`src/rtl/ctrp_pkg.sv`:
```
// Package for the constant turn rate position predictor.
// Holds widths, stage map, fixed-point constants, the CORDIC arctangent table
// and the sideband record. No dependencies.
`timescale 1ns / 1ps

package ctrp_pkg;

    // field widths
    localparam int T_W    = 20;
    localparam int V_W    = 24;
    localparam int W_W    = 24;
    localparam int Q_W    = 16;
    localparam int P_W    = 40;
    localparam int THR_W  = 23;
    localparam int MODE_W = 2;

    // internal widths
    localparam int ANG_W  = 34;   // CORDIC x, y, z in Q.30
    localparam int TH_W   = 38;   // magnitude of the unreduced angle
    localparam int R_W    = 34;   // rotation matrix entries, Q.28
    localparam int DIV_W  = 24;   // divisor |turn_rate|
    localparam int SH_W   = 5;    // CORDIC shift amount
    localparam int D_W    = 41;   // body-frame offsets
    localparam int PP_W   = 54;   // rotation partial products
    localparam int TERM_W = 48;   // rotated terms
    localparam int O_W    = 49;   // rotated offsets
    localparam int PRD_W  = 57;   // v * (1 - cos) and v * sin

    // pipeline depth per section
    localparam int CORDIC_STEPS = 20;
    localparam int MOD_STEPS    = 5;
    localparam int DIV_BITS     = 40;

    // stage map
    localparam int ST_MOD0  = 1;
    localparam int ST_FOLD  = ST_MOD0 + MOD_STEPS;
    localparam int ST_CORD0 = ST_FOLD + 1;
    localparam int ST_MUL   = ST_CORD0 + CORDIC_STEPS;
    localparam int ST_ABS   = ST_MUL + 1;
    localparam int ST_DIV0  = ST_ABS + 1;
    localparam int ST_DQ    = ST_DIV0 + DIV_BITS;
    localparam int ST_R1    = ST_DQ + 1;
    localparam int ST_R2    = ST_R1 + 1;
    localparam int ST_R3    = ST_R2 + 1;
    localparam int ST_FIN   = ST_R3 + 1;
    localparam int N_STAGES = ST_FIN + 1;

    // frame modes
    localparam logic [MODE_W-1:0] MODE_NONE = 2'd0;
    localparam logic [MODE_W-1:0] MODE_QUAT = 2'd1;
    localparam logic [MODE_W-1:0] MODE_VEH  = 2'd2;

    // fixed-point constants
    localparam logic [THR_W-1:0]         THR_RESET  = 23'd105;
    localparam logic [TH_W-1:0]          TWO_PI_MAG = 38'd6746518852;
    localparam logic signed [TH_W:0]     TWO_PI_S   = 39'sd6746518852;
    localparam logic signed [TH_W:0]     PI_S       = 39'sd3373259426;
    localparam logic signed [TH_W:0]     HALF_PI_S  = 39'sd1686629713;
    localparam logic signed [ANG_W-1:0]  GAIN_Q30   = 34'sd652032874;
    localparam logic signed [ANG_W:0]    ONE_Q30    = 35'sd1073741824;
    localparam logic signed [R_W-1:0]    ONE_Q28    = 34'sd268435456;
    localparam logic signed [P_W+9:0]    POS_MAX    = 50'sd549755813887;
    localparam logic signed [P_W+9:0]    POS_MIN    = -50'sd549755813888;

    // state carried beside the arithmetic
    typedef struct packed {
        logic                     straight;
        logic                     th_neg;
        logic                     flip;
        logic                     w_neg;
        logic                     negx;
        logic                     negy;
        logic signed [22:0]       dys;
        logic signed [V_W-1:0]    v;
        logic [DIV_W-1:0]         w_mag;
        logic [MODE_W-1:0]        mode;
        logic signed [R_W-1:0]    r00;
        logic signed [R_W-1:0]    r01;
        logic signed [R_W-1:0]    r10;
        logic signed [R_W-1:0]    r11;
        logic signed [P_W-1:0]    pos_x;
        logic signed [P_W-1:0]    pos_y;
    } side_t;

    // atan(2^-i) in Q.30
    function automatic logic signed [ANG_W-1:0] atan_q30(input int unsigned i);
        logic signed [ANG_W-1:0] a;
        case (i)
            0:       a = 34'sd843314857;
            1:       a = 34'sd497837829;
            2:       a = 34'sd263043837;
            3:       a = 34'sd133525159;
            4:       a = 34'sd67021687;
            5:       a = 34'sd33543516;
            6:       a = 34'sd16775851;
            7:       a = 34'sd8388437;
            8:       a = 34'sd4194283;
            9:       a = 34'sd2097149;
            10:      a = 34'sd1048576;
            11:      a = 34'sd524288;
            12:      a = 34'sd262144;
            13:      a = 34'sd131072;
            14:      a = 34'sd65536;
            15:      a = 34'sd32768;
            16:      a = 34'sd16384;
            17:      a = 34'sd8192;
            18:      a = 34'sd4096;
            19:      a = 34'sd2048;
            20:      a = 34'sd1024;
            21:      a = 34'sd512;
            22:      a = 34'sd256;
            23:      a = 34'sd128;
            24:      a = 34'sd64;
            25:      a = 34'sd32;
            26:      a = 34'sd16;
            27:      a = 34'sd8;
            28:      a = 34'sd4;
            29:      a = 34'sd2;
            30:      a = 34'sd1;
            default: a = 34'sd0;
        endcase
        return a;
    endfunction

    // multiple of 2*pi taken off by reduction cell j (largest first)
    function automatic logic [TH_W-1:0] mod_step(input int unsigned j);
        return TWO_PI_MAG << (MOD_STEPS - 1 - j);
    endfunction

endpackage

```
`src/rtl/ctrp_cordic_cell.sv`:
```
// One rotation-mode CORDIC micro-rotation with its own register.
// Depends on ctrp_pkg.
`timescale 1ns / 1ps

module ctrp_cordic_cell (
    input  logic                              clk,
    input  logic                              en,
    input  logic [ctrp_pkg::SH_W-1:0]         shift,
    input  logic signed [ctrp_pkg::ANG_W-1:0] atan_val,
    input  logic signed [ctrp_pkg::ANG_W-1:0] x_in,
    input  logic signed [ctrp_pkg::ANG_W-1:0] y_in,
    input  logic signed [ctrp_pkg::ANG_W-1:0] z_in,
    output logic signed [ctrp_pkg::ANG_W-1:0] x_out,
    output logic signed [ctrp_pkg::ANG_W-1:0] y_out,
    output logic signed [ctrp_pkg::ANG_W-1:0] z_out
);
    import ctrp_pkg::*;

    logic signed [ANG_W-1:0] x_reg, y_reg, z_reg;
    logic signed [ANG_W-1:0] x_next, y_next, z_next;
    logic signed [ANG_W-1:0] tx, ty;

    // rotate toward z = 0
    always_comb
    begin
        tx = x_in >>> shift;
        ty = y_in >>> shift;
        if (!z_in[ANG_W-1])
        begin
            x_next = x_in - ty;
            y_next = y_in + tx;
            z_next = z_in - atan_val;
        end
        else
        begin
            x_next = x_in + ty;
            y_next = y_in - tx;
            z_next = z_in + atan_val;
        end
    end

    always_ff @(posedge clk)
    begin
        if (en)
        begin
            x_reg <= x_next;
            y_reg <= y_next;
            z_reg <= z_next;
        end
    end

    assign x_out = x_reg;
    assign y_out = y_reg;
    assign z_out = z_reg;

endmodule

```
`config.mk`:
```
export PLATFORM = sky130hd
export DESIGN_NAME = ctrp_cordic_cell
export DESIGN_NICKNAME = d
export VERILOG_FILES = /design/src/rtl/ctrp_pkg.sv /design/src/rtl/ctrp_cordic_cell.sv
export SDC_FILE = /design/constraint.sdc
export NUM_CORES = 1
export LEC_CHECK = 0
export ABC_AREA = 1
export BUFFER_PORTS_ARGS = -buffer_cell sky130_fd_sc_hd__buf_2
export CORE_MARGIN = 1
export CORE_UTILIZATION = 45
export CTS_CLUSTER_DIAMETER = 120
export CTS_CLUSTER_SIZE = 10
export DETAILED_ROUTE_END_ITERATION = 8
export PLACE_DENSITY_LB_ADDON = 0.15
export SKIP_LAST_GASP = 1
export SYNTH_ARGS = -nofsm -noshare
export SYNTH_HDL_FRONTEND = slang
export SYNTH_SLANG_ARGS = --single-unit
```
`constraint.sdc`:
```
create_clock -name clk -period 4.3 [get_ports clk]
set_clock_uncertainty 0.05 [all_clocks]
set_input_delay 0.215 -clock clk [delete_from_list [all_inputs] [get_ports clk]]
set_output_delay 0.215 -clock clk [all_outputs]
set_load 0.02 [all_outputs]
```
Yosys cells after proc, flatten, opt, wreduce, memory -nomap -nowiden. Index checks and enable logic that the tools add are counted.

Flip-flop bits (word level): 102. Input bits: 143. Output and inout port bits: 102.

$add $sub $neg: 6. Shifts and indexed selects: 2. Mux-type cells: 3.

Operator list (count): 34-bit adder (3); 34-bit two-way mux (3); 34-bit subtractor (3); 34-bit by 5-bit >>> shifter with 34-bit output (2).

Logic depth before layout (Yosys ltp).
Word-level depth: 3. Depth in mapped cells: 36.

Worst setup path before layout. No wires, ideal clock.

Path kind: input to register. Start point: in shift[0] (netlist bit). End point: reg y_reg[24], in the netlist y_out[24] (data pin). Library setup time: 0.265 ns. Data arrival time: 3.533 ns. Data required time: 3.985 ns. Path slack: 0.452 ns. Stages on the path: 24. Buffers on the path: 3. Cells stage by stage: buf_6 -> inv_2 -> buf_6 -> buf_12 -> nand2_2 -> nand3_1 -> nand3_2 -> nand3_2 -> nand2_1 -> nand2_1 -> nand2_1 -> ha_1 -> nand2_1 -> o21ai_0 -> fa_1 -> nand3b_1 -> nand2_1 -> a21oi_1 -> o21ai_0 -> a21boi_0 -> o21ai_0 -> a21oi_1 -> o21ai_0 -> xor2_1.

Longest elaborated chain between the ends: 3. Elaborated cells on any way between the ends: 4.

RTL lines: start, declared (line ctrp_cordic_cell.sv:8) `input logic [ctrp_pkg::SH_W-1:0] shift,`; 34-bit by 5-bit >>> shifter with 34-bit output (*) (line ctrp_cordic_cell.sv:26) `tx = x_in >>> shift;`; 34-bit adder / 34-bit subtractor (equally long branches) (line ctrp_cordic_cell.sv:31, ctrp_cordic_cell.sv:37); 34-bit two-way mux (*) (line ctrp_cordic_cell.sv:28) `if (!z_in[ANG_W-1])`; via y_next[24] (line ctrp_cordic_cell.sv:20) `logic signed [ANG_W-1:0] x_next, y_next, z_next;`; end signal, assigned (line ctrp_cordic_cell.sv:47) `y_reg <= y_next;`; end, declared (line ctrp_cordic_cell.sv:19) `logic signed [ANG_W-1:0] x_reg, y_reg, z_reg;`.

The timed path passes the listed nets; every way through them passes the cells marked *. A chain may end at the register's enable or synchronous reset.

Final worst setup path. Same ends and word-level chain as after synthesis.

==> metrics.md <==
| Metric | Value |
|---|---|
| Status | `complete, no violations` |
| Avg Vias per Cell | `5.36` |
| Final instance area | `between 0.015 and 0.02 mm^2` |
| Final worst slack | `between 0.15 and 0.2 ns` |
| Critical Path RT | `4.37 ns` |
| Drc violations | `0` |
| Hold Path Class | `in2reg` |
| Clk root buf | `clkbuf_16` |
| CP Class | `in2reg` |
| Max clock buf depth | `2` |
| Share of layout cells above drive strength 1 | `about a quarter` |
| Combinational power share | `62.1%` |
| Top post-synthesis cells by area | `edfxtp_1, nand2_1, nand3_1` |
| Synthesized instance count | `approximately 2400` |
| RSZ-0062 raised after global routing | `yes` |
| CORE AREA | `between 0.03 and 0.04 mm^2` |
| Fmax | `roughly 240 MHz` |
| CP Launch Point | `shift[0]` |
| First-pass GRT wire length | `roughly 85 mm` |
| Initial antenna violation count | `3` |
| Number of cells on the critical path | `26` |
| Crit-path leading delay family | `compound AO/OA/AOI/OAI gates` |
| Die Area | `between 0.03 and 0.04 mm^2` |
| Setup bufs post-CTS | `0` |
| Vias in the first global route | `16800` |
| Via count | `18200` |
| Placed instance area | `around 0.020 mm^2` |
| Port bufs | `~240` |
| Rel. slew slack | `59.2%` |
| Worst setup endpoint | `y_out[24]` |
| WP data arrival | `about 4.2 ns` |
| DR iter-0 viols | `1539` |
| CTS Buf Count | `9` |
| Cell taking the most area after synthesis | `edfxtp_1` |
| Row count | `67` |
| Max-Cap Viols | `0` |
| Hold_ws | `around 0.064 ns` |
| Fraction of registers with async set/reset | `0%` |
| CP most frequent cell | `nand2_1` |
| Synth Cell Area | `0.0153 mm^2` |
| Final Hold Viols | `0` |
| #FFs+latches synth | `102` |
| CP bufs+invs | `6` |
| Tightest Pin Transition | `~0.6 ns` |
| Hold depth | `2` |
| Mean Syn Cell Area | `~6.4 um^2` |
| Most used DFF post-synth | `edfxtp_1` |
| Wire per inst | `16.4 um` |
| Wirelength, routed | `between 50 and 60 mm` |
| Int Power | `approximately 3600 uW` |
| Critical path fanouts, max | `30` |
| Switch Pwr | `2720 uW` |
| Ys Warns | `0` |
| Count of boundary I/O pins | `245` |
| Detailed Place HPWL | `between 40 and 50 mm` |
| CTS clk-pin slew, worst paths | `approximately 0.07 ns` |
| Clk network pwr share | `a little over an eighth` |
| Post-Place Worst Slack | `-0.315 ns` |
| Period minus WS final | `a little over 4 ns` |
| Sw frac | `between 40% and 50%` |
| Crit end category | `flip-flop` |
| Reg power frac | `approximately 24%` |
| Post-synth EDFFs | `between 100 and 150` |
| CP max stage cell | `a21boi_1` |
| Max-slew violations | `0` |
| Syn_nets | `2653` |
| Gr usage total | `approximately a third` |
| Initial Util | `between 40% and 50%` |
| Chip width | `~190 um` |
| Critical path launch point type | `input pin` |
| Pin count of the biggest net entering global routing | `just under 70` |
| Cell variety after synth | `between 40 and 50` |
| CP max stage delay | `around 0.43 ns` |
| Die H | `186 um` |
| Nets | `approximately 3200` |
| CTS H-tree depth | `3` |
| Area Growth Syn to Fin | `30.8%` |
| Seq/Total Area, Yosys | `around a fifth` |
| PwrDens | `about 320 mW/mm^2` |
| Initial DRT Pass Iterations | `6` |
| TritonCTS clock tree | `yes` |
| Post-synth top area share | `between 20% and 30%` |
| Final setup vio count | `0` |
| RePlAce Congestion | `around 1.0` |
| Gr ovfl total | `0` |
| Pleak | `~0.010 uW` |
| Final period utilization | `a little over nine tenths` |
| ANT nets after route | `0` |
| Peak VDD IR | `roughly 0.25 mV` |
| Sink Count | `between 100 and 150` |
routing by layer:
| metal | GRT usage [%] | share of wire, % | vias to the layer above |
|---|---|---|---|
| met1 | 43.2 | 46 | 8248 |
| li1 | - | - | 9141 |
| met4 | 11.0 | 3.0 | 4 |
| met2 | 50.7 | 44 | 742 |
| met3 | 4.24 | 7.8 | 93 |
| met5 | 0 | 0.041 | - |
logic make-up after synthesis:
group	share of synthesized area [%]
flip-flops	20.0
XOR/XNOR	9.63
adder cells (fa/ha/maj)	8.75
AO/OA/AOI/OAI	11.1
AND/OR/NAND/NOR	41.9
buffers and inverters	8.60
cell type report:
| class | count | area, um^2 |
|---|---|---|
| fill | 3334 | 13500 |
| clock inverter | 6 | 67.6 |
| sequential | 102 | 3060 |
| tap | 448 | 561 |
| multi-input combinational | 1988 | 11000 |
| timing repair buffer | 617 | 4230 |
| clock buffer | 10 | 229 |
| antenna | 1 | 2.50 |
| inverter | 229 | 862 |
cells in the mapped netlist (12+ instances only):
library cell and number:
buf_1 18, a31oi_1 12, edfxtp_1 102, nor2_1 163
clkbuf_1 15, nand3_2 35, xnor2_1 46, nand4_1 25
inv_1 209, a21o_1 15, buf_2 41, o21ai_0 84
nand2_1 700, nor2_2 13, a21oi_1 132, inv_2 18
nand2_2 25, ha_1 102, nand3_1 410, nor3_1 15
xor2_1 122
how the worst min path moves through the flow:
stage          slack [ns]    start       end
4_1_cts              0.06  z_in[0]  z_out[0]
6_report             0.06  z_in[0]  z_out[0]
3_3_place_gp         0.45  z_in[0]  z_out[0]
2_1_floorplan        0.28       en  x_out[0]
3_5_place_dp         0.46  z_in[0]  z_out[0]
5_1_grt              0.06  z_in[0]  z_out[0]
flip-flops by register name, indices dropped and copies added, names as in the netlist:
register / cells
z_out: 34
x_out: 34
y_out: 34
timing repair:
item / in CTS / in global routing
hold buffers: 0 / 0
setup endpoints to repair: 0 / 26
gates resized for setup: 0 / 24
through the flow:
step / std cells / util, % / TNS (ns) / total power (uW)
after floorplan: 2405 / - / 0 / 3760
after global placement: 3383 / 58.6 / -1.17 / 5350
after detailed placement: 3383 / 58.6 / -2.00 / 5400
after CTS: 3399 / 59.4 / 0 / 6290
after global routing: 3401 / 59.7 / -0.130 / 6750
final: 3401 / 59.7 / 0 / 6300
power by group through the flow:
stage	Clock, uW	Combinational (uW)	Sequential [uW]
floorplan	0	1870	1900
global placement	0	3810	1540
detailed placement	0	3850	1550
CTS	887	3870	1530
global route	912	4280	1560
finish	863	3910	1530
cells in the final DEF, fill, tap and decap left out, drive strengths merged:
cell type / netlist / layout
o21a: 5 / 5
o41ai: 1 / 1
clkinvlp: 0 / 2
nor3b: 2 / 2
clkbuf: 15 / 11
nor3: 19 / 19
ha: 102 / 102
inv: 227 / 228
a221oi: 1 / 1
buf: 71 / 616
o2111ai: 1 / 1
xor2: 122 / 122
clkinv: 2 / 4
o31ai: 2 / 2
a211oi: 3 / 3
a21o: 15 / 15
and3: 1 / 1
nor2: 181 / 181
and2: 1 / 1
a21boi: 9 / 9
a31oi: 12 / 12
edfxtp: 102 / 102
diode: 0 / 1
o221ai: 1 / 1
o21ai: 104 / 104
nand4: 25 / 25
nand3b: 7 / 7
xnor2: 46 / 46
a21oi: 133 / 133
o21bai: 5 / 5
nand2: 733 / 733
bufinv: 0 / 1
nand3: 445 / 445
o211ai: 7 / 7
nor4: 2 / 2
fa: 3 / 3
Power figures use the tool's default switching activity.
