[config.mk]
export PLATFORM = sky130hd
export DESIGN_NAME = ctrp_mod_cell
export DESIGN_NICKNAME = d
export VERILOG_FILES = /design/src/rtl/ctrp_pkg.sv /design/src/rtl/ctrp_mod_cell.sv
export SDC_FILE = /design/constraint.sdc
export NUM_CORES = 1
export LEC_CHECK = 0
export ABC_AREA = 1
export ABC_CLOCK_PERIOD_IN_PS = 4700
export BUFFER_PORTS_ARGS = -buffer_cell sky130_fd_sc_hd__buf_4
export CORE_ASPECT_RATIO = 1.4
export CORE_MARGIN = 2
export CORE_UTILIZATION = 35
export CTS_CLUSTER_SIZE = 25
export DETAILED_ROUTE_END_ITERATION = 6
export SLEW_MARGIN = 40
export SYNTH_ARGS = -nofsm -noshare
export SYNTH_HDL_FRONTEND = slang
export SYNTH_SLANG_ARGS = --single-unit
[constraint.sdc]
create_clock -name clk -period 4.7 [get_ports clk]
set_input_delay 0.47 -clock clk [delete_from_list [all_inputs] [get_ports clk]]
set_output_delay 0.47 -clock clk [all_outputs]
set_load 0.02 [all_outputs]
[src/rtl/ctrp_pkg.sv]
// Package for the constant turn rate position predictor.
// Holds widths, stage map, fixed-point constants, the CORDIC arctangent table
// and the sideband record. No dependencies.
`timescale 1ns / 1ps

package ctrp_pkg;

    // field widths
    localparam int T_W    = 20;
    localparam int V_W    = 24;
    localparam int W_W    = 24;
    localparam int Q_W    = 16;
    localparam int P_W    = 40;
    localparam int THR_W  = 23;
    localparam int MODE_W = 2;

    // internal widths
    localparam int ANG_W  = 34;   // CORDIC x, y, z in Q.30
    localparam int TH_W   = 38;   // magnitude of the unreduced angle
    localparam int R_W    = 34;   // rotation matrix entries, Q.28
    localparam int DIV_W  = 24;   // divisor |turn_rate|
    localparam int SH_W   = 5;    // CORDIC shift amount
    localparam int D_W    = 41;   // body-frame offsets
    localparam int PP_W   = 54;   // rotation partial products
    localparam int TERM_W = 48;   // rotated terms
    localparam int O_W    = 49;   // rotated offsets
    localparam int PRD_W  = 57;   // v * (1 - cos) and v * sin

    // pipeline depth per section
    localparam int CORDIC_STEPS = 20;
    localparam int MOD_STEPS    = 5;
    localparam int DIV_BITS     = 40;

    // stage map
    localparam int ST_MOD0  = 1;
    localparam int ST_FOLD  = ST_MOD0 + MOD_STEPS;
    localparam int ST_CORD0 = ST_FOLD + 1;
    localparam int ST_MUL   = ST_CORD0 + CORDIC_STEPS;
    localparam int ST_ABS   = ST_MUL + 1;
    localparam int ST_DIV0  = ST_ABS + 1;
    localparam int ST_DQ    = ST_DIV0 + DIV_BITS;
    localparam int ST_R1    = ST_DQ + 1;
    localparam int ST_R2    = ST_R1 + 1;
    localparam int ST_R3    = ST_R2 + 1;
    localparam int ST_FIN   = ST_R3 + 1;
    localparam int N_STAGES = ST_FIN + 1;

    // frame modes
    localparam logic [MODE_W-1:0] MODE_NONE = 2'd0;
    localparam logic [MODE_W-1:0] MODE_QUAT = 2'd1;
    localparam logic [MODE_W-1:0] MODE_VEH  = 2'd2;

    // fixed-point constants
    localparam logic [THR_W-1:0]         THR_RESET  = 23'd105;
    localparam logic [TH_W-1:0]          TWO_PI_MAG = 38'd6746518852;
    localparam logic signed [TH_W:0]     TWO_PI_S   = 39'sd6746518852;
    localparam logic signed [TH_W:0]     PI_S       = 39'sd3373259426;
    localparam logic signed [TH_W:0]     HALF_PI_S  = 39'sd1686629713;
    localparam logic signed [ANG_W-1:0]  GAIN_Q30   = 34'sd652032874;
    localparam logic signed [ANG_W:0]    ONE_Q30    = 35'sd1073741824;
    localparam logic signed [R_W-1:0]    ONE_Q28    = 34'sd268435456;
    localparam logic signed [P_W+9:0]    POS_MAX    = 50'sd549755813887;
    localparam logic signed [P_W+9:0]    POS_MIN    = -50'sd549755813888;

    // state carried beside the arithmetic
    typedef struct packed {
        logic                     straight;
        logic                     th_neg;
        logic                     flip;
        logic                     w_neg;
        logic                     negx;
        logic                     negy;
        logic signed [22:0]       dys;
        logic signed [V_W-1:0]    v;
        logic [DIV_W-1:0]         w_mag;
        logic [MODE_W-1:0]        mode;
        logic signed [R_W-1:0]    r00;
        logic signed [R_W-1:0]    r01;
        logic signed [R_W-1:0]    r10;
        logic signed [R_W-1:0]    r11;
        logic signed [P_W-1:0]    pos_x;
        logic signed [P_W-1:0]    pos_y;
    } side_t;

    // atan(2^-i) in Q.30
    function automatic logic signed [ANG_W-1:0] atan_q30(input int unsigned i);
        logic signed [ANG_W-1:0] a;
        case (i)
            0:       a = 34'sd843314857;
            1:       a = 34'sd497837829;
            2:       a = 34'sd263043837;
            3:       a = 34'sd133525159;
            4:       a = 34'sd67021687;
            5:       a = 34'sd33543516;
            6:       a = 34'sd16775851;
            7:       a = 34'sd8388437;
            8:       a = 34'sd4194283;
            9:       a = 34'sd2097149;
            10:      a = 34'sd1048576;
            11:      a = 34'sd524288;
            12:      a = 34'sd262144;
            13:      a = 34'sd131072;
            14:      a = 34'sd65536;
            15:      a = 34'sd32768;
            16:      a = 34'sd16384;
            17:      a = 34'sd8192;
            18:      a = 34'sd4096;
            19:      a = 34'sd2048;
            20:      a = 34'sd1024;
            21:      a = 34'sd512;
            22:      a = 34'sd256;
            23:      a = 34'sd128;
            24:      a = 34'sd64;
            25:      a = 34'sd32;
            26:      a = 34'sd16;
            27:      a = 34'sd8;
            28:      a = 34'sd4;
            29:      a = 34'sd2;
            30:      a = 34'sd1;
            default: a = 34'sd0;
        endcase
        return a;
    endfunction

    // multiple of 2*pi taken off by reduction cell j (largest first)
    function automatic logic [TH_W-1:0] mod_step(input int unsigned j);
        return TWO_PI_MAG << (MOD_STEPS - 1 - j);
    endfunction

endpackage

[src/rtl/ctrp_mod_cell.sv]
// One angle reduction cell: conditionally takes a fixed multiple of 2*pi off.
// Depends on ctrp_pkg.
`timescale 1ns / 1ps

module ctrp_mod_cell (
    input  logic                      clk,
    input  logic                      en,
    input  logic [ctrp_pkg::TH_W-1:0] step_val,
    input  logic [ctrp_pkg::TH_W-1:0] mag_in,
    output logic [ctrp_pkg::TH_W-1:0] mag_out
);
    import ctrp_pkg::*;

    logic [TH_W-1:0] mag_reg;
    logic [TH_W-1:0] mag_next;

    // compare and subtract
    always_comb
    begin
        mag_next = (mag_in >= step_val) ? (mag_in - step_val) : mag_in;
    end

    always_ff @(posedge clk)
    begin
        if (en)
        begin
            mag_reg <= mag_next;
        end
    end

    assign mag_out = mag_reg;

endmodule

; Word level (Yosys, flattened, before mapping)
; Cells that the tools add are included.
; Widths: inputs -> output; s select.
[word_totals]
regBits = 38
input_bits = 78
output_inout_bits = 38
wordCells = 4
[classes]
n_addsub = 1
magnitude_cmp = 1
n_mux = 1
[op_table]
columns = operator, n
row1 = $ge 38x38->1, 1
row2 = $mux 38, 1
row3 = $sub 38x38->38, 1

; Longest topological paths before layout
; Gate-level depths: netlist of the first run.
[depth]
ltp_word = 2
ltp_mapped = 15
mapped_depth_nobuf = 15

; Least setup slack after synthesis of the first run
; OpenSTA, ideal clock, no wires.
[synth_path]
path_type = input to register
start = in mag_in[0] (netlist name)
end = reg mag_reg[33] (netlist: mag_out[33]), data pin
setup_ps = 253
arrival_ps = 1965
path_slack_ps = 2482
cell_stages = 14
path_buffers = 1
cell_sequence = inv_1 > ha_1 > fa_1 > inv_1 > nand2_1 > nand3_2 > nand2_1 > nand3_2 > nand2_2 > nand2_4 > nand2_8 > buf_6 > nand3_2 > nand2_1
[synth_between]
elab_chain_cells = 2
word_cells_on_any_way = 3
classes_between = 1 x add/sub / 1 x order compare / 1 x mux
[synth_rtl]
columns = item, line_no
row1 = "start, declared", ctrp_mod_cell.sv:9  ; input logic [ctrp_pkg::TH_W-1:0] mag_in,
row2 = $sub 38x38->38 or $ge 38x38->1 (tied branches), ctrp_mod_cell.sv:20  ; mag_next = (mag_in >= step_val) ? (mag_in - step_val) : mag_in;
row3 = $mux 38 *, ctrp_mod_cell.sv:20
row4 = named net mag_next[33], ctrp_mod_cell.sv:15  ; logic [TH_W-1:0] mag_next;
row5 = "end signal, assigned", ctrp_mod_cell.sv:27  ; mag_reg <= mag_next;
row6 = "end, declared", ctrp_mod_cell.sv:14  ; logic [TH_W-1:0] mag_reg;
; The timed path passes the listed nets; every way through them passes the cells marked *.
; A chain may end at the register's enable or synchronous reset.

; Worst setup path after layout of the first run
[layout_path]
start = in mag_in[18] (netlist name)
end = reg mag_reg[35] (netlist: mag_out[35]), data pin
; Same word-level chain as after synthesis.

==> results of run 1 <==
## cells by family (layout without fill, tap and decap cells)
logic type      Yosys count  after routing  share of synthesized area, %
simple gates            504            504                          46.8
buf+inv                 167            281                          13.6
compound gates           44             44                          4.95
fa+ha+maj                39             39                          9.52
flops                    38             38                          21.9
xor+xnor                 19             19                          3.20
## layout make-up
type	count	area share (%)
Timing Repair Buffer	116	13.9
Sequential cell	38	18.0
Multi-Input combinational cell	606	52.9
Tap cell	189	3.73
Clock inverter	2	0.138
Clock buffer	6	2.03
Inverter	157	9.33
## worst paths after layout
path,start,to,slack [ns],depth (start not counted)
setup / recovery,mag_in[18],mag_out[35],2.23,13
hold / removal,mag_in[7],mag_out[7],0.48,3
## power breakdown
group	leakage [nW]	internal [mW]	total [mW]	switching (mW)
registers	0.371	0.439	0.452	0.0133
logic	3.08	0.275	0.712	0.437
clock network	0.0683	0.195	0.344	0.149
## through the flow
step	area [sq um]	power (mW)	setup WS (ns)	utilization, %	std cells
finish	6340	1.51	2.23	43.7	1114
global route	6340	1.62	2.08	43.7	1114
CTS	6320	1.52	1.95	43.6	1113
detailed placement	6190	1.17	1.66	42.6	1105
global placement	6180	1.17	1.72	42.6	1105
floorplan	5200	0.943	2.48	-	811
## routing by layer
layer	track usage, %	share of wire, %
met1	22.4	41
met2	38.4	54
met5	0	0
met4	5.52	2.3
met3	2.10	3.1
## critical path, delay by kind of cell
family / cells / cell delay, ns
fa+ha+maj: 1 / 0.36
buf+inv: 2 / 0.19
simple gates: 10 / 1.50
## synthesized netlist by cell type (11+ instances only)
cell type  count  share of area (%)
nand2_2       14                1.7
nor2_2        11                1.3
nand2_1      302                 22
nor2_1        66                4.8
nand3_1       34                3.3
inv_1        150                 11
xor2_1        15                2.5
ha_1          38                9.1
nand3b_1      11                1.6
a21oi_1       26                2.5
edfxtp_1      38                 22
nand3_2       49                9.4
==> run metrics, run 1 <==
sequential share of the synthesized area=between 20% and 30%; initial antenna violation count=0; pin count of the biggest net entering global routing=roughly 40; # clock sinks=38; Worst-Margin Slew=0.609 ns; WL/cell=14.0 microns; CP arrival=2.52 ns; Clock Tree Buf Depth=2; hold crit path type=in -> reg; Mapped Nets=just over 900; Lkg Pwr=3.52 nW; FF+latch count, synth=38; CTS tree=yes; period utilisation layout=52.6%; via count=5,103; H-tree depth=2; final worst path period need=2.47 ns; routed wire length=approximately 16 mm; setup bufs post-CTS=0; first-pass GRT wire length=24.6 mm; Max Cap Viol=0; max reg flops=38; # fillers=1,579; pins over their slew limit=0; CTS Hold Bufs=0; Core Rows=52; share of cells above drive strength 1=between 20% and 30%; area delta synth->final=21.9%; Hold Slack=roughly 0.48 ns; post-route ant nets=0; Ports=116; vias in the first global route=about 5,000; fin nets=1,041; async set-reset flop share out of synthesis=0%; CP max FO=4; outcome=finished, final reports clean; Die Ht=148 microns; Peak Freq=404 MHz; total negative slack=0 ns; peak supply drop=0.000148 V; Num CTS Buffers=5; crit-path most repeated cell=nand2_1; synth warn=0; critical path class=in -> reg; crit-path cells=buf_4 > ha_1 > nand2_1 > nor2_1 > inv_1 > nor2_1 > nand3b_1 > nand3_1 > nand2_1 > nand2_1 > nand2_1 > nand3_2 > nand2_1; Iteration-0 DRC Markers=about 180; sequential standard cell area=0.00114 sq mm; n_diodes=0; Synth Area per Inst=6.42 sq um; WP data required=4.75 ns; multi-input logic area=0.00335 sq mm; Primary FF master, synth=edfxtp_1; final setup vio count=0; Fin. Hold Viols=0; PD cells=238 mW/mm^2; vias per inst=4.58; Slew Limit Headroom=59.4%; chip width=107 microns; GR Overflow Total=0; detailed-route DRC error count=0; RSZ-0062 raised after global routing=no; Worst setup SP type=primary input; total iterations of the first detailed-routing run=4; dpl hpwl=12.8 mm; die area=0.0159 sq mm; commonest non-fill, non-tap cells in the layout=nand2_1, inv_1, buf_4; Post-synth EDFFs=38; starting density of the core=35.9%; leading cell type in the layout, fill and taps excluded=nand2_1; post_cts resized=0; crit end category=register; mapped cell area=0.00520 sq mm; CORE AREA=0.0145 sq mm; Slowest Stage Delay on Critical Path=~0.36 ns; Root Buffer=clkbuf_16; overall global routing resource usage=19.8%; Worst-path clk slew=0.06 ns; Mapped Cells=811; GPL Wtd Cong=~0.9; synth unique cells=34; IO buf count=115; slowest CP cell=ha_1
Note: power is estimated with default switching activity, not from simulation.
==> run 2, diff against run 1 <==
--- a/config.mk
+++ b/config.mk
@@ -6,7 +6,7 @@
 export NUM_CORES = 1
 export LEC_CHECK = 0
 export ABC_AREA = 1
-export ABC_CLOCK_PERIOD_IN_PS = 4700
+export ABC_CLOCK_PERIOD_IN_PS = 2290
 export BUFFER_PORTS_ARGS = -buffer_cell sky130_fd_sc_hd__buf_4
 export CORE_ASPECT_RATIO = 1.4
 export CORE_MARGIN = 2
==> constraint.sdc (replaced) <==
create_clock -name clk -period 2.29 [get_ports clk]
set_input_delay 0.229 -clock clk [delete_from_list [all_inputs] [get_ports clk]]
set_output_delay 0.229 -clock clk [all_outputs]
set_load 0.02 [all_outputs]
==> run 2 against run 1 <==
  * Non-clock buffer count is 23 higher
  * Sequential share of layout area is 0.56 points lower
  * Sequential power rose by 110%
  * Combinational power grew 120%
  * Clock-buffer cell count grew 1
  * Core utilization is 1.4 points higher
==> run metrics, run 2 (same netlist as run 1, synthesis figures left out) <==
outcome=finished, final reports clean; GPL Wtd Cong=0.933 (+2.3%); post-placement cell count=1,129 (+2.2%); final setup vio count=0 (unchanged); Design Power=3.17 mW (+110%); Slew Limit Headroom=63.0% (+3.6 points); Hold Slack=0.240 ns (-0.239 ns); max reg flops=38 (unchanged); detailed-route DRC error count=0 (unchanged); CTS tree=yes; n_diodes=0 (unchanged); leading cell type in the layout, fill and taps excluded=nand2_1; CP Buf/Inv Count=3 (+1); slowest CP cell=fa_1; Max Cap Viol=0 (unchanged); fin nets=1,064 (+2.2%); PnR worst setup slack=0.264 ns (-1.96 ns); via count=5,213 (+2.2%); Fin. Hold Viols=0 (unchanged); pin count of the biggest net entering global routing=39 (-4.9%); die area=0.0159 sq mm (unchanged); share of cells above drive strength 1=24.8% (+1.8 points); overall global routing resource usage=19.7% (-0.093 points); post-route ant nets=0 (unchanged); total iterations of the first detailed-routing run=4 (unchanged); Ports=116 (unchanged); WL/cell=13.4 microns (-4.0%); # clock sinks=38 (unchanged); commonest non-fill, non-tap cells in the layout=nand2_1, inv_1, buf_4; Clock Tree Buf Depth=2 (unchanged); Iteration-0 DRC Markers=239 (+31%); CORE AREA=0.0145 sq mm (unchanged); hold crit path type=in -> reg; PD cells=485 mW/mm^2 (+100%); CTS Hold Bufs=0 (unchanged); total negative slack=0 ns (unchanged); Power Internal=1.93 mW (+110%); post_cts resized=0 (unchanged); Worst-path clk slew=0.06 ns (about the same); pins over their slew limit=0 (unchanged); Num CTS Buffers=5 (unchanged); delay-heaviest family, CP=simple AND/OR/NAND/NOR gates; H-tree depth=2 (unchanged); Lkg Pwr=3.64 nW (+3.5%); vias in the first global route=5,139 (+1.8%); Core Rows=52 (unchanged); Sw Pwr=1.24 mW (+110%); Clock Power Share=22.0% (-0.8 points); crit end category=register; period utilisation layout=88.5%; Slowest Stage Delay on Critical Path=0.42 ns (+0.06 ns); CP arrival=2.07 ns (-0.45 ns); peak supply drop=0.000245 V (+66%); Comb power frac=48.6% (+1.4 points); area delta synth->final=25.8%; crit-path cells=buf_4 > inv_1 > ha_1 > fa_1 > inv_1 > nand2_1 > nand3_1 > nand2_1 > nand2_1 > nand2_1 > nand2_1 > nand2_1 > nand2_1 > nand2_1 > nand3_2 > nand2_1; Die Ht=148 microns (unchanged); Worst setup SP type=primary input; chip width=107 microns (unchanged); setup bufs post-CTS=0 (unchanged); WP data required=2.34 ns (-2.41 ns); Peak Freq=494 MHz; initial antenna violation count=0 (unchanged); crit-path most repeated cell=nand2_1; sw frac=39.0% (-0.70 points); routed wire length=15.3 mm (-2.1%); Place WS=-0.0264 ns (-1.68 ns); Worst-Margin Slew=0.555 ns (-0.0533 ns); IO buf count=115 (unchanged); CP max FO=3 (-1); sequential share of power=29.3% (-0.7 points); critical path class=in -> reg; Non-Filler Instances=1,136 (+2.0%); dpl hpwl=12.8 mm (+0.22%); vias per inst=4.59 (+0.18%); RSZ-0062 raised after global routing=no; GR Overflow Total=0 (unchanged); # fillers=1,574 (-0.32%); first-pass GRT wire length=24.6 mm (about the same); Root Buffer=clkbuf_16; final worst path period need=2.03 ns; starting density of the core=35.9% (unchanged)
## run 2: changes by cell type in the layout (fill, tap and decap cells not counted)
cell / change
buf_4: +20
buf_12: +3
clkbuf_1: +1
clkinv_1: -1
clkinv_2: -1
inv_2: +1
inv_4: -1
## run 2: layout make-up
cell class | count | area [sq um] | share of cell area (%)
repair buffers | 139 | 1090 | 16.7
well taps | 189 | 236 | 3.61
clock buffers | 7 | 133 | 2.03
flip-flops and latches | 38 | 1140 | 17.4
multi-input cells | 606 | 3350 | 51.2
inverters | 157 | 589 | 9.00
## run 2: power by group through the flow
stage | logic [mW] | registers [mW] | clock network (mW)
global route | 1.71 | 0.941 | 0.738
detailed placement | 1.55 | 0.943 | 0
CTS | 1.56 | 0.932 | 0.720
global placement | 1.54 | 0.948 | 0
floorplan | 0.862 | 1.07 | 0
finish | 1.54 | 0.931 | 0.700
## run 2: final timing paths
kind | from | endpoint | cells past startpoint
hold / removal | mag_in[8] | mag_out[8] | 3
setup / recovery | mag_in[0] | mag_out[24] | 16
## run 2: routing by layer
metal  global-route usage [%]  vias up  routed length (microns)
met5                        0        -                        0
met4                     6.75        0                      329
met3                     2.06       19                      520
met2                     37.8       92                     8260
met1                     22.2     2313                     6160
li1                         -     2789                        -
## run 2: stage by stage
step | instance area, sq um | utilization, %
6_report | 6550 | 45.1
5_1_grt | 6550 | 45.1
4_1_cts | 6550 | 45.1
3_5_place_dp | 6410 | 44.2
3_3_place_gp | 6410 | 44.2
2_1_floorplan | 5200 | -
