[config.mk]
export PLATFORM = sky130hd
export DESIGN_NAME = ctrp_div_cell
export DESIGN_NICKNAME = d
export VERILOG_FILES = /design/src/rtl/ctrp_pkg.sv /design/src/rtl/ctrp_div_cell.sv
export SDC_FILE = /design/constraint.sdc
export NUM_CORES = 1
export LEC_CHECK = 0
export BUFFER_PORTS_ARGS = -buffer_cell sky130_fd_sc_hd__buf_4
export CORE_MARGIN = 2
export CORE_UTILIZATION = 49
export DETAILED_ROUTE_END_ITERATION = 6
export PLACE_DENSITY = 0.89
export SLEW_MARGIN = 5
export SYNTH_ARGS = -nofsm -noshare
export SYNTH_HDL_FRONTEND = slang
export SYNTH_SLANG_ARGS = --single-unit
[constraint.sdc]
create_clock -name clk -period 3.2 [get_ports clk]
set_clock_uncertainty 0.15 [all_clocks]
set_input_delay 0.64 -clock clk [delete_from_list [all_inputs] [get_ports clk]]
set_output_delay 0.64 -clock clk [all_outputs]
set_load 0.02 [all_outputs]
[src/rtl/ctrp_pkg.sv]
// Package for the constant turn rate position predictor.
// Holds widths, stage map, fixed-point constants, the CORDIC arctangent table
// and the sideband record. No dependencies.
`timescale 1ns / 1ps

package ctrp_pkg;

    // field widths
    localparam int T_W    = 20;
    localparam int V_W    = 24;
    localparam int W_W    = 24;
    localparam int Q_W    = 16;
    localparam int P_W    = 40;
    localparam int THR_W  = 23;
    localparam int MODE_W = 2;

    // internal widths
    localparam int ANG_W  = 34;   // CORDIC x, y, z in Q.30
    localparam int TH_W   = 38;   // magnitude of the unreduced angle
    localparam int R_W    = 34;   // rotation matrix entries, Q.28
    localparam int DIV_W  = 24;   // divisor |turn_rate|
    localparam int SH_W   = 5;    // CORDIC shift amount
    localparam int D_W    = 41;   // body-frame offsets
    localparam int PP_W   = 54;   // rotation partial products
    localparam int TERM_W = 48;   // rotated terms
    localparam int O_W    = 49;   // rotated offsets
    localparam int PRD_W  = 57;   // v * (1 - cos) and v * sin

    // pipeline depth per section
    localparam int CORDIC_STEPS = 20;
    localparam int MOD_STEPS    = 5;
    localparam int DIV_BITS     = 40;

    // stage map
    localparam int ST_MOD0  = 1;
    localparam int ST_FOLD  = ST_MOD0 + MOD_STEPS;
    localparam int ST_CORD0 = ST_FOLD + 1;
    localparam int ST_MUL   = ST_CORD0 + CORDIC_STEPS;
    localparam int ST_ABS   = ST_MUL + 1;
    localparam int ST_DIV0  = ST_ABS + 1;
    localparam int ST_DQ    = ST_DIV0 + DIV_BITS;
    localparam int ST_R1    = ST_DQ + 1;
    localparam int ST_R2    = ST_R1 + 1;
    localparam int ST_R3    = ST_R2 + 1;
    localparam int ST_FIN   = ST_R3 + 1;
    localparam int N_STAGES = ST_FIN + 1;

    // frame modes
    localparam logic [MODE_W-1:0] MODE_NONE = 2'd0;
    localparam logic [MODE_W-1:0] MODE_QUAT = 2'd1;
    localparam logic [MODE_W-1:0] MODE_VEH  = 2'd2;

    // fixed-point constants
    localparam logic [THR_W-1:0]         THR_RESET  = 23'd105;
    localparam logic [TH_W-1:0]          TWO_PI_MAG = 38'd6746518852;
    localparam logic signed [TH_W:0]     TWO_PI_S   = 39'sd6746518852;
    localparam logic signed [TH_W:0]     PI_S       = 39'sd3373259426;
    localparam logic signed [TH_W:0]     HALF_PI_S  = 39'sd1686629713;
    localparam logic signed [ANG_W-1:0]  GAIN_Q30   = 34'sd652032874;
    localparam logic signed [ANG_W:0]    ONE_Q30    = 35'sd1073741824;
    localparam logic signed [R_W-1:0]    ONE_Q28    = 34'sd268435456;
    localparam logic signed [P_W+9:0]    POS_MAX    = 50'sd549755813887;
    localparam logic signed [P_W+9:0]    POS_MIN    = -50'sd549755813888;

    // state carried beside the arithmetic
    typedef struct packed {
        logic                     straight;
        logic                     th_neg;
        logic                     flip;
        logic                     w_neg;
        logic                     negx;
        logic                     negy;
        logic signed [22:0]       dys;
        logic signed [V_W-1:0]    v;
        logic [DIV_W-1:0]         w_mag;
        logic [MODE_W-1:0]        mode;
        logic signed [R_W-1:0]    r00;
        logic signed [R_W-1:0]    r01;
        logic signed [R_W-1:0]    r10;
        logic signed [R_W-1:0]    r11;
        logic signed [P_W-1:0]    pos_x;
        logic signed [P_W-1:0]    pos_y;
    } side_t;

    // atan(2^-i) in Q.30
    function automatic logic signed [ANG_W-1:0] atan_q30(input int unsigned i);
        logic signed [ANG_W-1:0] a;
        case (i)
            0:       a = 34'sd843314857;
            1:       a = 34'sd497837829;
            2:       a = 34'sd263043837;
            3:       a = 34'sd133525159;
            4:       a = 34'sd67021687;
            5:       a = 34'sd33543516;
            6:       a = 34'sd16775851;
            7:       a = 34'sd8388437;
            8:       a = 34'sd4194283;
            9:       a = 34'sd2097149;
            10:      a = 34'sd1048576;
            11:      a = 34'sd524288;
            12:      a = 34'sd262144;
            13:      a = 34'sd131072;
            14:      a = 34'sd65536;
            15:      a = 34'sd32768;
            16:      a = 34'sd16384;
            17:      a = 34'sd8192;
            18:      a = 34'sd4096;
            19:      a = 34'sd2048;
            20:      a = 34'sd1024;
            21:      a = 34'sd512;
            22:      a = 34'sd256;
            23:      a = 34'sd128;
            24:      a = 34'sd64;
            25:      a = 34'sd32;
            26:      a = 34'sd16;
            27:      a = 34'sd8;
            28:      a = 34'sd4;
            29:      a = 34'sd2;
            30:      a = 34'sd1;
            default: a = 34'sd0;
        endcase
        return a;
    endfunction

    // multiple of 2*pi taken off by reduction cell j (largest first)
    function automatic logic [TH_W-1:0] mod_step(input int unsigned j);
        return TWO_PI_MAG << (MOD_STEPS - 1 - j);
    endfunction

endpackage

[src/rtl/ctrp_div_cell.sv]
// One restoring division cell: produces one quotient bit, MSB first.
// Depends on ctrp_pkg.
`timescale 1ns / 1ps

module ctrp_div_cell (
    input  logic                          clk,
    input  logic                          en,
    input  logic [ctrp_pkg::DIV_W-1:0]    divisor,
    input  logic [ctrp_pkg::DIV_W-1:0]    rem_in,
    input  logic [ctrp_pkg::DIV_BITS-1:0] work_in,
    output logic [ctrp_pkg::DIV_W-1:0]    rem_out,
    output logic [ctrp_pkg::DIV_BITS-1:0] work_out
);
    import ctrp_pkg::*;

    logic [DIV_W-1:0]    rem_reg, rem_next;
    logic [DIV_BITS-1:0] work_reg, work_next;
    logic [DIV_W:0]      trial;
    logic [DIV_W:0]      diff;
    logic                ge;

    // shift in next dividend bit, trial subtract
    always_comb
    begin
        trial     = {rem_in, work_in[DIV_BITS-1]};
        ge        = (trial >= {1'b0, divisor});
        diff      = trial - {1'b0, divisor};
        rem_next  = ge ? diff[DIV_W-1:0] : trial[DIV_W-1:0];
        work_next = {work_in[DIV_BITS-2:0], ge};
    end

    always_ff @(posedge clk)
    begin
        if (en)
        begin
            rem_reg  <= rem_next;
            work_reg <= work_next;
        end
    end

    assign rem_out  = rem_reg;
    assign work_out = work_reg;

endmodule

[After elaboration in Yosys (flattened, before gate mapping)]
Cells that the tools add are included.
Operators by class
  add/subtract/negate cells: 1
  order comparisons: 1
  muxes and demuxes: 1
Operator list (number)
  >= comparator 25 x 24 -> 1 bit: 1
  two-way mux 24 bit: 1
  subtractor 24 bit: 1
Storage, ports and cells
  register bits after elaboration: 64
  input bits: 90

[Depth between registers and ports, before layout]
Gate-level depths: netlist of run 1.
  word-level depth: 2
  gate-level depth with buffers: 11
  depth with buffers taken out: 9

[Least setup slack after synthesis of run 1]
No wires, ideal clock.
  path kind: input port to flip-flop
  start: input divisor[9] (netlist name)
  end: register rem_reg[10] (netlist: rem_out[10]) (data pin)
  setup time: 0.260 ns
  arrival time: 2.557 ns
  data required time: 2.790 ns
  slack: 0.233 ns
  stages: 11
  buffers on the path: 2
  cell sequence: inv_1 -> ha_1 -> buf_6 -> and4_4 -> and3_4 -> a311oi_2 -> a21bo_2 -> nor2_8 -> inv_6 -> buf_12 -> mux2_4
Between the ends
  cells in the longest elaborated chain, start to end: 2
  elaborated cells on any way between the ends: 3
Ends and longest elaborated chain
  from (decl): line ctrp_div_cell.sv:8  | input logic [ctrp_pkg::DIV_W-1:0] divisor,
  >= comparator 25 x 24 -> 1 bit: line ctrp_div_cell.sv:26  | ge = (trial >= {1'b0, divisor});
  via ge: line ctrp_div_cell.sv:20  | logic ge;
  two-way mux 24 bit: line ctrp_div_cell.sv:28  | rem_next = ge ? diff[DIV_W-1:0] : trial[DIV_W-1:0];
  via rem_next[10]: line ctrp_div_cell.sv:16  | logic [DIV_W-1:0] rem_reg, rem_next;
  to (signal assigned): line ctrp_div_cell.sv:36  | rem_reg <= rem_next;
  to (decl): line ctrp_div_cell.sv:16
The timed path passes the listed nets, and every way through them passes these cells.
A chain may end at the register's enable or synchronous reset.

[Worst setup path after layout of run 1]
  start: input divisor[18] (netlist name)
  end: register rem_reg[6] (netlist: rem_out[6]) (data pin)
Between the ends
  cells in the longest elaborated chain, start to end: 2
Ends and longest elaborated chain (line)
  >= comparator 25 x 24 -> 1 bit: ctrp_div_cell.sv:26
  two-way mux 24 bit: ctrp_div_cell.sv:28
  via rem_next[6]: ctrp_div_cell.sv:16
The timed path passes the listed nets, and every way through them passes these cells.

==> metrics.txt, run 1 <==
clock root buffer clkbuf_8; endpoint class of the critical path register; CTS max path bufs 2; Crit path buffers/inverters 3; Post-Route WL 11900 um; Vias 3563; IO buf count 153; Pwr per Cell Area 463 mW/mm2; first-pass GRT wire length 17900 um; largest cells by area after synthesis edfxtp_1 49%, ha_1 7.7%, inv_1 3.2%; Main synth FF type edfxtp_1; Die H 93.3 um; hold_ws 318 ps; share of cells above drive strength 1 42.6%; Critical Path RT 3150 ps; CTS tree done; post-synth top area share 49.1%; die width 93.3 um; Pre-antenna DRT Iters 5; Post-CTS Resized 0; Fin. Hold Viols 0; Post CTS Setup Buffer Count 0; crit start category input pin; pin count of the biggest net entering global routing 65; ANT cells 0; area leader, netlist edfxtp_1; period utilisation layout 94.1%; most frequent cells in the layout 185 x buf_4, 64 x edfxtp_1, 33 x inv_1; Critical Path Max Stage Delay 470 ps; Slew HR 46.9%; Synth Register Bits 64; CP Max Fanout 13; clock sink total 64; maximum clock rate 332 MHz; Final #Nets 639; GP Congestion 0.938; Post-synth EDFFs 64; worst setup margin 188 ps; hold_buf cts 0; Pleak 2.44 nW; Yosys warnings 0; number of global-route vias before repair 3571; H-tree levels 3; all-layer global routing usage 26.9%; CTS Buf Count 9; Hold Path Class input pin to register; FILL cells 534; min-delay src work_in[10]; RSZ-0062 raised after global routing no; Max Cap Viol 0; Clock transition at path regs 80 ps; core area 0.00773 mm2; post-synthesis sequential area ratio 49.1%; slowest stage cell on the critical path ha_1; Antenna Nets Post-Route 0; Tmin final 3010 ps; initial DRC count 251; hold path endpoint work_out[11]; initial antenna violation count 0; status finished, final reports clean; num rows 32; Worst Path Arrival 2960 ps; Mapped Nets 458; post-place setup slack -41.4 ps; I/O pin cnt 154; Initial Utilization 50.6%; # DRC 0; FFs w/ async S/R, synth 0%; GRT overflow 0; CP top delay family simple AND/OR/NAND/NOR gates; Yosys cell types 60; Post-Synthesis Cells 343; Syn Area/Cell 11.4 um2; setup violators final 0; DR WL/cell 18.8 um; WHS Path Cells 1; Crit Path Class input pin to register; commonest non-fill, non-tap cell in the layout buf_4; VDD IR max 188 uV; Via density 5.66; P&R area growth vs syn 40.9%; Synth Cell Area 0.00391 mm2; Worst Tran Pin Value 796 ps; max-slew violations 0; DP HPWL 9130 um; CP Cell Sequence buf_4 -> inv_1 -> ha_1 -> nand4_1 -> or2_2 -> o221ai_1 -> a21bo_2 -> nor2_8 -> inv_6 -> mux2_2; die area 0.00871 mm2
## cell families after synthesis
group,count (synthesis),synth area share [%]
DFF,64,49.1
and+or+nand+nor,88,12.3
xor gates and xnor gates,11,2.46
adders and majority gates,25,8.19
AOI/OAI and AO/OA,96,18.6
buffers and inverters,49,5.98
muxes,10,3.36
## Yosys cell counts, types with 4 or more instances
cell and n:
o31a_1 4, nor2b_1 4, o221ai_1 4, a21oi_1 24, clkbuf_1 6, o21a_1 9
o31ai_1 7, or3_1 4, mux2_4 5, mux2_2 5, nand4_1 7, nand2_1 16
and3_1 6, nor2_1 10, inv_1 33, nand3_1 16, xnor2_1 8, nor3_1 13
edfxtp_1 64, ha_1 24, o21ai_0 14, buf_2 5
## flip-flops by register name, indices dropped and copies added (netlist names)
register	cells
work_out	40
rem_out	24
## power breakdown
part | internal (mW) | total [mW] | leakage [nW] | switching, mW
Clock | 0.352 | 0.677 | 0.0948 | 0.325
Sequential | 1.03 | 1.06 | 0.626 | 0.0266
Combinational | 0.380 | 0.812 | 1.72 | 0.433
Total | 1.77 | 2.55 | 2.44 | 0.784
## layout make-up
| type | instances | area [um2] | area share (%) |
|---|---|---|---|
| flip-flops and latches | 64 | 1920 | 34.9 |
| multi-input cells | 230 | 1760 | 31.9 |
| repair buffers | 185 | 1390 | 25.2 |
| inverters | 34 | 133 | 2.41 |
| well taps | 102 | 128 | 2.32 |
| clock buffers | 9 | 124 | 2.25 |
| clock inverters | 6 | 61.3 | 1.11 |
## per-stage QoR
step / area, um2 / setup TNS (ps) / power (mW) / std cells / util (%)
finish: 5510 / 0 / 2.55 / 630 / 71.3
CTS: 5510 / 0 / 2.56 / 630 / 71.3
global route: 5510 / 0 / 2.65 / 630 / 71.3
global placement: 5330 / 0 / 1.86 / 615 / 68.9
floorplan: 3910 / 0 / 1.52 / 343 / -
detailed placement: 5330 / -186 / 1.88 / 615 / 68.9
## per-layer routing
layer	part of all wire, %	up-vias	global-route usage, %
li1	-	1676	-
met1	38	1674	30.8
met2	51	189	47.5
met3	9.2	24	8.46
met4	2.1	0	8.70
met5	0	-	0
## how the worst max path moves through the flow
stage | start | to | slack [ps] | cells past startpoint
floorplan | divisor[9] | rem_out[10] | 230 | 11
global placement | rem_in[17] | rem_out[7] | 20 | 9
detailed placement | divisor[18] | rem_out[9] | -40 | 10
CTS | divisor[18] | rem_out[6] | 240 | 10
global route | divisor[18] | rem_out[6] | 70 | 10
finish | divisor[18] | rem_out[6] | 190 | 10
Power figures use the tool's default switching activity.
==> run 2: changes to the inputs <==
- CORE_UTILIZATION: 49 -> 53
- PLACE_DENSITY: 0.89 -> 0.95
- clock period: 3.2 -> 3.9 ns (I/O delays scaled with it)
==> run 2 against run 1 <==
  * Combinational power down 22%
  * Total power is 22% lower
  * Global-route usage up 2.5 points
  * Critical path depth down 1
  * Sequential share of layout area up 1.6 points
  * Flip-flop and latch count unchanged
  * Largest cell class unchanged
==> metrics.txt, run 2 (synthesis results as in run 1) <==
status finished, final reports clean; DR WL/cell 19.8 um; die width 89.9 um; Antenna Nets Post-Route 0; Critical Path Max Stage Delay 460 ps; initial DRC count 448; GP Congestion 0.943; Fin. Hold Viols 0; Die H 89.9 um; Tmin final 3260 ps; IO buf count 153; Vias 3562; Crit Path Class input pin to register; maximum clock rate 307 MHz; VDD IR max 178 uV; Internal 1.36 mW; Worst Tran Pin Value 822 ps; clock power share 24.7%; Hold Path Class input pin to register; hold_buf cts 0; setup violators final 0; min-delay src work_in[4]; GRT overflow 0; initial antenna violation count 0; Total Power Consumption 2.00 mW; Max Cap Viol 0; FF+latch area 0.00192 mm2; share of cells above drive strength 1 39.0%; ANT cells 0; Post-CTS Resized 0; die area 0.00808 mm2; Slew HR 45.2%; RSZ-0062 raised after global routing no; Multi-input gate area 0.00176 mm2; Critical Path RT 3850 ps; most frequent cells in the layout 156 x buf_4, 64 x edfxtp_1, 33 x inv_1; Pre-antenna DRT Iters 5; clock sink total 64; max-slew violations 0; Clock transition at path regs 80 ps; Via density 5.95; part of the power in registers 43.6%; CTS tree done; H-tree levels 3; Final #Nets 610; slowest stage cell on the critical path ha_1; clock root buffer clkbuf_8; I/O pin cnt 154; pin count of the biggest net entering global routing 65; period utilisation layout 83.5%; Worst Path Arrival 3210 ps; crit start category input pin; Switching Fraction 32.2%; commonest non-fill, non-tap cell in the layout buf_4; Crit path top cell by count buf_4; num rows 31; Post CTS Setup Buffer Count 0; core area 0.00721 mm2; CTS Buf Count 9; Pwr per Cell Area 380 mW/mm2; Comb power frac 31.7%; CTS max path bufs 2; P&R area growth vs syn 34.7%; number of global-route vias before repair 3468; Post-Route WL 11900 um; FILL cells 484; Initial Utilization 54.2%; CP Max Fanout 11; CP Cell Sequence buf_4 -> ha_1 -> nand4_1 -> or2_2 -> o221ai_1 -> a21boi_0 -> buf_4 -> and3_1 -> a31o_2; Largest register FFs 40; Pleak 2.28 nW; # DRC 0; endpoint class of the critical path register; setup TNS 0 ps; DP HPWL 8690 um; Net Sw Power 645 uW; crit path launch rem_in[17]; first-pass GRT wire length 18600 um; all-layer global routing usage 29.4%
run 2: cell count changes in the layout (fill, tap and decap cells not counted):
| cell | before | now |
|---|---|---|
| clkinv_4 | 1 | 0 |
| buf_4 | 185 | 156 |
| clkinv_1 | 0 | 1 |
| bufinv_16 | 1 | 0 |
| clkinv_2 | 3 | 2 |
| clkinvlp_4 | 1 | 3 |
| clkbuf_1 | 0 | 1 |
run 2: worst max-delay path: cells and delay by family:
| family | cells | cell delay (ps) |
|---|---|---|
| simple gates | 3 | 740 |
| fa+ha+maj | 1 | 460 |
| compound gates | 3 | 840 |
| buf+inv | 2 | 380 |
run 2: per-layer routing:
metal	share of wire, %	global-route usage (%)
met5	0	0
met1	37	33.6
met2	50	51.6
met4	3.1	11.3
met3	9.9	9.05
run 2: worst paths after layout:
check / end / slack, ps / depth (start not counted)
max: rem_out[14] / 640 / 9
min: work_out[5] / 470 / 1
run 2: layout make-up:
type | instances | share of cell area, %
clock buffers | 10 | 2.42
multi-input cells | 230 | 33.3
inverters | 34 | 2.52
flip-flops and latches | 64 | 36.5
clock inverters | 6 | 0.689
well taps | 99 | 2.35
repair buffers | 156 | 22.2
run 2: power by group through the flow:
stage | sequential, mW | combinational (mW) | clock (mW)
2_1_floorplan | 0.980 | 0.269 | 0
3_3_place_gp | 0.883 | 0.598 | 0
3_5_place_dp | 0.885 | 0.619 | 0
4_1_cts | 0.873 | 0.627 | 0.499
5_1_grt | 0.879 | 0.673 | 0.525
6_report | 0.872 | 0.635 | 0.495
run 2: metrics by stage:
step / instance area, um2 / hold slack, ps / setup slack [ps] / cells / util, %
4_1_cts: 5270 / 455 / 739 / 599 / 73.0
2_1_floorplan: 3910 / 729 / 793 / 343 / -
6_report: 5270 / 466 / 644 / 599 / 73.0
3_3_place_gp: 5100 / 809 / 511 / 583 / 70.8
3_5_place_dp: 5100 / 810 / 404 / 583 / 70.8
5_1_grt: 5270 / 447 / 570 / 599 / 73.0
